File: src/sv/frisk_div.sv
// ----------------------------------------------------------------------------
// frisk_div
// Pipelined restoring divider, one quotient bit per stage, with a side tag.
// ----------------------------------------------------------------------------
`default_nettype none

module frisk_div #(
  parameter int RW = 16,
  parameter int QW = 15,
  parameter int TW = 1
) (
  input  wire logic          clk,
  input  wire logic          rst,
  input  wire logic          en,
  input  wire logic          in_valid,
  input  wire logic [RW-1:0] rem_in,
  input  wire logic [QW-1:0] lo_in,
  input  wire logic [RW-1:0] divisor,
  input  wire logic [TW-1:0] tag_in,
  output logic               out_valid,
  output logic [QW-1:0]      quot,
  output logic [RW-1:0]      rem_out,
  output logic [TW-1:0]      tag_out
);

  logic          v   [0:QW];
  logic [RW-1:0] rem [0:QW];
  logic [QW-1:0] lo  [0:QW];
  logic [RW-1:0] dv  [0:QW];
  logic [TW-1:0] tag [0:QW];

  logic [RW:0]   trial    [0:QW-1];
  logic [RW-1:0] rem_next [0:QW-1];
  logic [QW-1:0] lo_next  [0:QW-1];

  always_comb begin
    for (int k = 0; k < QW; k++) begin
      trial[k] = {rem[k], lo[k][QW-1]};
      if (trial[k] >= {1'b0, dv[k]}) begin
        rem_next[k] = RW'(trial[k] - {1'b0, dv[k]});
        lo_next[k]  = {lo[k][QW-2:0], 1'b1};
      end else begin
        rem_next[k] = trial[k][RW-1:0];
        lo_next[k]  = {lo[k][QW-2:0], 1'b0};
      end
    end
  end

  always_ff @(posedge clk) begin
    if (rst) begin
      for (int k = 0; k <= QW; k++) v[k] <= 1'b0;
    end else if (en) begin
      v[0] <= in_valid;
      for (int k = 0; k < QW; k++) v[k+1] <= v[k];
    end
  end

  always_ff @(posedge clk) begin
    if (en) begin
      rem[0] <= rem_in;
      lo[0]  <= lo_in;
      dv[0]  <= divisor;
      tag[0] <= tag_in;
      for (int k = 0; k < QW; k++) begin
        rem[k+1] <= rem_next[k];
        lo[k+1]  <= lo_next[k];
        dv[k+1]  <= dv[k];
        tag[k+1] <= tag[k];
      end
    end
  end

  assign out_valid = v[QW];
  assign quot      = lo[QW];
  assign rem_out   = rem[QW];
  assign tag_out   = tag[QW];

endmodule

`default_nettype wire

File: config.mk
export PLATFORM = sky130hd
export DESIGN_NAME = frisk_div
export DESIGN_NICKNAME = d
export VERILOG_FILES = /design/src/sv/frisk_div.sv
export SDC_FILE = /design/constraint.sdc
export NUM_CORES = 1
export LEC_CHECK = 0
export ABC_AREA = 1
export BUFFER_PORTS_ARGS = -buffer_cell sky130_fd_sc_hd__buf_4
export CAP_MARGIN = 25
export CORE_MARGIN = 3
export CORE_UTILIZATION = 35
export DETAILED_ROUTE_END_ITERATION = 12
export GPL_TIMING_DRIVEN = 0
export PLACE_DENSITY = 0.6
export SLEW_MARGIN = 20
export SYNTH_ARGS = -nofsm -noshare
export SYNTH_HDL_FRONTEND = slang
export SYNTH_SLANG_ARGS = --single-unit
export TNS_END_PERCENT = 20
File: constraint.sdc
create_clock -name clk -period 2.5 [get_ports clk]
set_input_delay 0.25 -clock clk [delete_from_list [all_inputs] [get_ports clk]]
set_output_delay 0.25 -clock clk [all_outputs]
set_load 0.005 [all_outputs]
==> results of run 1 <==
worst max-delay path, cell delays in order, from the launching register on:
cell and delay [ns]:
edfxtp_1 0.41, inv_1 0.17, ha_1 0.31, nand2_1 0.09, inv_1 0.07, nand2_1 0.09, nor2_1 0.07, nand3b_1 0.09
nand2_1 0.09, nor2_4 0.24, nand2_4 0.17, buf_6 0.19, nand2_1 0.06, nand2_1 0.10
stage by stage:
step           instance area, um2  setup TNS [ns]
2_1_floorplan               43900               0
3_3_place_gp                46500        -4157.66
3_5_place_dp                46700           -8.21
4_1_cts                     50200               0
5_1_grt                     50300        -0.00608
6_report                    50300               0
placed cells by master, fill, tap and decap left out, types with 16 or more instances in the layout:
| master | n |
|---|---|
| nand2_2 | 25 |
| nand4_1 | 67 |
| xor2_1 | 72 |
| clkinv_2 | 18 |
| nand3_1 | 412 |
| buf_2 | 22 |
| nor2_1 | 190 |
| nand2_4 | 17 |
| inv_1 | 965 |
| nand2_1 | 1836 |
| nor2_4 | 17 |
| buf_4 | 134 |
| buf_6 | 16 |
| a21oi_1 | 132 |
| dlygate4sd3_1 | 50 |
| clkbuf_16 | 90 |
| ha_1 | 237 |
| xnor2_1 | 20 |
| edfxtp_1 | 768 |
| nand3b_1 | 31 |
| nor3_1 | 37 |
worst max-delay path by stage:
stage | from | to | slack, ns | depth (start not counted)
after global routing | rem[0][28] | rem[0][43] | -0.002 | 12
after detailed placement | en | v[0][1] | -0.38 | 5
after global placement | en | v[0][6] | -7.29 | 3
after floorplan | dv[6][0] | rem[0][120] | 0.56 | 9
final | dv[0][5] | rem[0][20] | 0.10 | 13
after CTS | dv[7][14] | rem[1][9] | 0.09 | 10
power groups by stage:
stage	logic (mW)	registers, mW	clock network, mW
detailed placement	23.6	19.9	0
global placement	23.4	20.1	0
finish	23.8	19.6	13.0
CTS	23.7	19.7	13.5
floorplan	17.6	18.9	0
global route	27.3	19.9	14.1
layer usage:
metal  track usage  part of all wire  routed length [um]
met3        0.0238             0.040                4230
met5             0                 0                   0
met4        0.0493             0.028                2980
met1         0.220              0.47               49500
met2         0.273              0.47               49700
cell families (layout without fill, tap and decap cells):
| logic type | count (synthesis) | after routing | synth area share |
|---|---|---|---|
| AOI/OAI and AO/OA | 166 | 166 | 0.0205 |
| xor gates and xnor gates | 92 | 92 | 0.0184 |
| adders and majority gates | 255 | 255 | 0.0753 |
| buffers and inverters | 1058 | 1373 | 0.0981 |
| DFF | 768 | 768 | 0.526 |
| and+or+nand+nor | 2689 | 2689 | 0.262 |
timing repair:
item	CTS	global route
hold buffers	51	0
endpoints found under the hold margin	88	0
buffers inserted	0	9
gates resized for setup	0	10
setup endpoints to repair	0	22
flip-flops by register name (all words and copies together), names as in the netlist:
name / flops
dv: 240
lo: 240
rem: 256
tag: 16
v: 16
area by class of cell:
class                           count  area, um2
Timing Repair Buffer              151       1440
Inverter                          971       3640
Fill cell                       12400      73800
Tap cell                         1637       2050
Clock inverter                     65        626
Buffer                             87        657
Multi-Input combinational cell   3202      16500
Sequential cell                   768      23100
Clock buffer                       99       2290
==> results.sh, run 1 <==
export IMPL_arrival_ns=2.82
export IMPL_drt_iter0_markers=2382
export IMPL_grt_pass1_wl_um=168000
export IMPL_worstSkewPairLatency_ns=0.68
export IMPL_syn_instance_count=5028
export IMPL_num_vias=32000
export IMPL_synthTopCellsByArea="edfxtp_1 53%, nand2_1 16%, inv_1 8.3%"
export IMPL_io_buffer_count=83
export IMPL_crit_required_ns=2.92
export IMPL_utilization=0.405
export IMPL_clockBufferDepth=3
export IMPL_critPathLaunchType="register"
export IMPL_r2r_start="dv[0][5]"
export IMPL_p_int_mw=33.9
export IMPL_finalHoldViolations=0
export IMPL_placed_cells=6756
export IMPL_holdPathEnd="lo[0][118]"
export IMPL_ys_seq_area_frac=0.526
export IMPL_net_switching_power_mw=22.6
export IMPL_seqPwrFrac=0.347
export IMPL_synth_top_cell_area_share=0.526
export IMPL_cts_root_buf="clkbuf_16"
export IMPL_ys_warn_count=0
export IMPL_drive_gt1_frac=0.0810
export IMPL_synthDistinctLibCells=40
export IMPL_die_area_mm2=0.130
export IMPL_cts_buffers=89
export IMPL_cts_sinks=768
export IMPL_h_tree_depth=3
export IMPL_path_clk_slew_ns=0.06
export IMPL_outcome="completed"
export IMPL_max_clock_freq_mhz=417
export IMPL_stdcell_count=6980
export IMPL_start_util=0.353
export IMPL_die_height_um=360
export IMPL_grt_pass1_vias=30700
export IMPL_power_frac_clock=0.231
export IMPL_slew_headroom=0.622
export IMPL_synth_edff_count=768
export IMPL_fin_crit_ns=2.40
export IMPL_hp_class="in -> reg"
export IMPL_drt_total_wl_um=106000
export IMPL_skew_ns=0.0220
export IMPL_routed_via_density=4.59
export IMPL_final_antenna_net_count=0
export IMPL_power_mw=56.5
export IMPL_syn_area_per_cell_um2=8.72
export IMPL_ios=85
export IMPL_switching_share=0.400
export IMPL_min_from="en"
export IMPL_yosys_most_used_dff="edfxtp_1"
export IMPL_area_delta_synth_final_pct=14.7
export IMPL_ir_drop_v=0.000578
export IMPL_ff2ff_path_depth=13
export IMPL_setup_ws_ns=0.101
export IMPL_cellLeakagePower_nw=24.7
export IMPL_synth_common_cells="1837 x nand2_1, 965 x inv_1, 768 x edfxtp_1, 412 x nand3_1, 240 x ha_1"
export IMPL_antennaDiodeCount=0
export IMPL_drv_slew=0
export IMPL_finalSetupViolations=0
export IMPL_syn_cell_area_mm2=0.0439
export IMPL_grt_max_degree=103
export IMPL_grt_overflow_total=0
export IMPL_worstPathMaxFanout=10
export IMPL_gp_congestion=0.893
export IMPL_hold_ws_ns=0.0752
export IMPL_reg2reg_slack_ns=0.10
export IMPL_r2r_end="rem[0][20]"
export IMPL_tightest_slew_ns=0.567
export IMPL_powerDensity_mw_per_mm2=1120
export IMPL_drt_wirelength_per_cell_um=15.2
export IMPL_die_x_um=360
export IMPL_synth_top_area_cell="edfxtp_1"
export IMPL_synthMostInstantiatedCell="nand2_1"
export IMPL_rsz0062_at_grt="true"
export IMPL_nNetsFinal=5577
export IMPL_cts_tree="built"
export IMPL_setup_worst_path_class="reg -> reg"
export IMPL_core_mm2=0.124
export IMPL_dr_pass1_iters=6
export IMPL_drc=0
export IMPL_place_ws_ns=-0.381
export IMPL_endpoint_kind="register"
export IMPL_synth_seq_cells=768
export IMPL_fin_crit_sh=0.960
export IMPL_worstHoldPathCells=2
export IMPL_cap_violations=0
export IMPL_synth_nets=5335
export IMPL_dp_hpwl_um=81300
export IMPL_rows=129
export IMPL_grt_use_total=0.163
export IMPL_combPwrFrac=0.422
export IMPL_synth_async_reset_ratio=0
export IMPL_antenna_found_initial=1
Note: power is estimated with default switching activity, not from simulation.
==> run 2, diff against run 1 <==
--- a/config.mk
+++ b/config.mk
@@ -9,10 +9,10 @@
 export BUFFER_PORTS_ARGS = -buffer_cell sky130_fd_sc_hd__buf_4
 export CAP_MARGIN = 25
 export CORE_MARGIN = 3
-export CORE_UTILIZATION = 35
+export CORE_UTILIZATION = 40
 export DETAILED_ROUTE_END_ITERATION = 12
 export GPL_TIMING_DRIVEN = 0
-export PLACE_DENSITY = 0.6
+export PLACE_DENSITY = 0.65
 export SLEW_MARGIN = 20
 export SYNTH_ARGS = -nofsm -noshare
 export SYNTH_HDL_FRONTEND = slang
==> results.sh, run 2 (synthesis results as in run 1) <==
export IMPL_outcome="completed"
export IMPL_tightest_slew_ns=0.816
export IMPL_stdcell_count=6743
export IMPL_max_clock_freq_mhz=424
export IMPL_drt_iter0_markers=2102
export IMPL_cellLeakagePower_nw=24.8
export IMPL_antennaDiodeCount=0
export IMPL_seqPwrFrac=0.342
export IMPL_antenna_found_initial=1
export IMPL_core_mm2=0.108
export IMPL_p_int_mw=34.8
export IMPL_finalHoldViolations=0
export IMPL_routed_via_density=4.79
export IMPL_reg_top3="rem: 256 flops, dv: 240 flops, lo: 240 flops"
export IMPL_cpMaxStageDelayCell="edfxtp_1"
export IMPL_grt_overflow_total=0
export IMPL_gp_congestion=0.926
export IMPL_drc=0
export IMPL_crit_required_ns=2.99
export IMPL_die_x_um=337
export IMPL_grt_pass1_vias=30400
export IMPL_r2r_start="rem[0][27]"
export IMPL_worstSkewPairLatency_ns=0.69
export IMPL_ir_drop_v=0.000596
export IMPL_die_height_um=337
export IMPL_min_from="en"
export IMPL_combPwrFrac=0.413
export IMPL_grt_use_total=0.181
export IMPL_powerDensity_mw_per_mm2=1140
export IMPL_cts_root_buf="clkbuf_16"
export IMPL_net_switching_power_mw=22.5
export IMPL_switching_share=0.393
export IMPL_final_common_cell="nand2_1"
export IMPL_crit_family="simple AND/OR/NAND/NOR gates"
export IMPL_rsz0062_at_grt="false"
export IMPL_hold_ws_ns=0.0871
export IMPL_grt_pass1_wl_um=163000
export IMPL_path_common_cell="nand2_1"
export IMPL_h_tree_depth=3
export IMPL_die_area_mm2=0.114
export IMPL_cpPeakStageDelay_ns=0.44
export IMPL_rows=120
export IMPL_skew_ns=0.0394
export IMPL_cts_buffers=89
export IMPL_io_buffer_count=83
export IMPL_final_cell_mix="1837 x nand2_1, 965 x inv_1, 768 x edfxtp_1, 412 x nand3_1, 236 x ha_1"
export IMPL_ff2ff_path_depth=10
export IMPL_drive_gt1_frac=0.0807
export IMPL_regMostFlops="rem"
export IMPL_endpoint_kind="register"
export IMPL_path_cells="ha_1 -> nand2_1 -> nand2_1 -> inv_1 -> nand2_1 -> and3_1 -> nor2_4 -> clkbuf_4 -> nand3_1 -> nand2_1"
export IMPL_worstPathMaxFanout=10
export IMPL_holdPathEnd="lo[0][17]"
export IMPL_reg2reg_slack_ns=0.14
export IMPL_ios=85
export IMPL_clockBufferDepth=3
export IMPL_start_util=0.406
export IMPL_fin_crit_ns=2.36
export IMPL_dr_pass1_iters=5
export IMPL_setup_worst_path_class="reg -> reg"
export IMPL_drv_slew=0
export IMPL_grt_max_degree=106
export IMPL_crit_buf_inv=2
export IMPL_r2r_end="rem[0][46]"
export IMPL_area_delta_synth_final_pct=14.6
export IMPL_drt_wirelength_per_cell_um=15.3
export IMPL_placed_cells=6522
export IMPL_cts_sinks=768
export IMPL_hp_class="in -> reg"
export IMPL_num_vias=32300
export IMPL_nNetsFinal=5570
export IMPL_slew_headroom=0.454
export IMPL_dp_hpwl_um=78200
export IMPL_power_frac_clock=0.245
export IMPL_cts_tree="built"
export IMPL_fin_crit_sh=0.944
export IMPL_path_clk_slew_ns=0.07
export IMPL_cap_violations=0
export IMPL_critPathLaunchType="register"
export IMPL_power_mw=57.3
export IMPL_final_antenna_net_count=0
export IMPL_arrival_ns=2.85
export IMPL_worstHoldPathCells=2
export IMPL_drt_total_wl_um=103000
export IMPL_setup_tns_ns=0
export IMPL_finalSetupViolations=0
export IMPL_largest_register_ffs=256
[run 2: changes by cell type in the layout (fill, tap and decap cells not counted), moves of 2 or more]
cell        previous run  this run
nand2_2               25        23
buf_2                 22        20
inv_8                  2         0
buf_4                134       127
bufinv_16              8        17
clkinv_2              18        13
clkinvlp_4             9        12
clkbuf_1              10         8
inv_6                  6         4
[run 2: worst max-delay path by stage]
stage	start	end	slack (ns)	cells after the start
6_report	rem[0][27]	rem[0][46]	0.14	10
5_1_grt	dv[1][9]	rem[0][46]	0.0009	12
4_1_cts	dv[2][12]	rem[0][59]	0.11	12
3_5_place_dp	en	v[0][1]	-0.38	5
3_3_place_gp	en	v[0][6]	-6.93	3
2_1_floorplan	dv[6][0]	rem[0][120]	0.56	9
[run 2: worst register-to-register path: cells and delay by family (launching register included)]
family | cells | cell delay, ns
buffers and inverters | 2 | 0.35
and+or+nand+nor | 7 | 0.96
adders and majority gates | 1 | 0.43
DFF | 1 | 0.44
[run 2: final cells by class]
type                       instances  area (um2)
buffer                            87         662
sequential                       768       23100
inverter                         971        3640
tap                             1403        1760
timing repair buffer             144        1390
clock buffer                      97        2280
fill                           10300       57700
clock inverter                    71         915
multi-input combinational       3202       16500
[run 2: power groups by stage]
stage,Clock [mW],Combinational [mW],Sequential (mW)
floorplan,0,17.6,18.9
global placement,0,23.1,20.0
detailed placement,0,23.4,19.9
CTS,14.5,23.6,19.6
global route,15.0,27.1,19.8
finish,14.0,23.7,19.6
[run 2: per-layer routing]
metal  wire [um]  track usage
met3        5000       0.0264
met1       46100        0.242
met2       48600        0.302
met5           0            0
met4        3500       0.0602
[run 2: what timing repair did]
action,CTS,global route
hold buffers,52,0
gates resized for setup,0,14
setup endpoints to repair,0,16
setup buffers,0,1
hold endpoints to repair,84,0
[run 2: per-stage QoR]
step           worst slack (ns)  area, um2   util
3_3_place_gp              -6.93      46200  0.428
3_5_place_dp             -0.380      46500  0.430
2_1_floorplan             0.561      43900      -
5_1_grt                0.000892      50200  0.465
4_1_cts                   0.111      50200  0.465
6_report                  0.140      50200  0.465
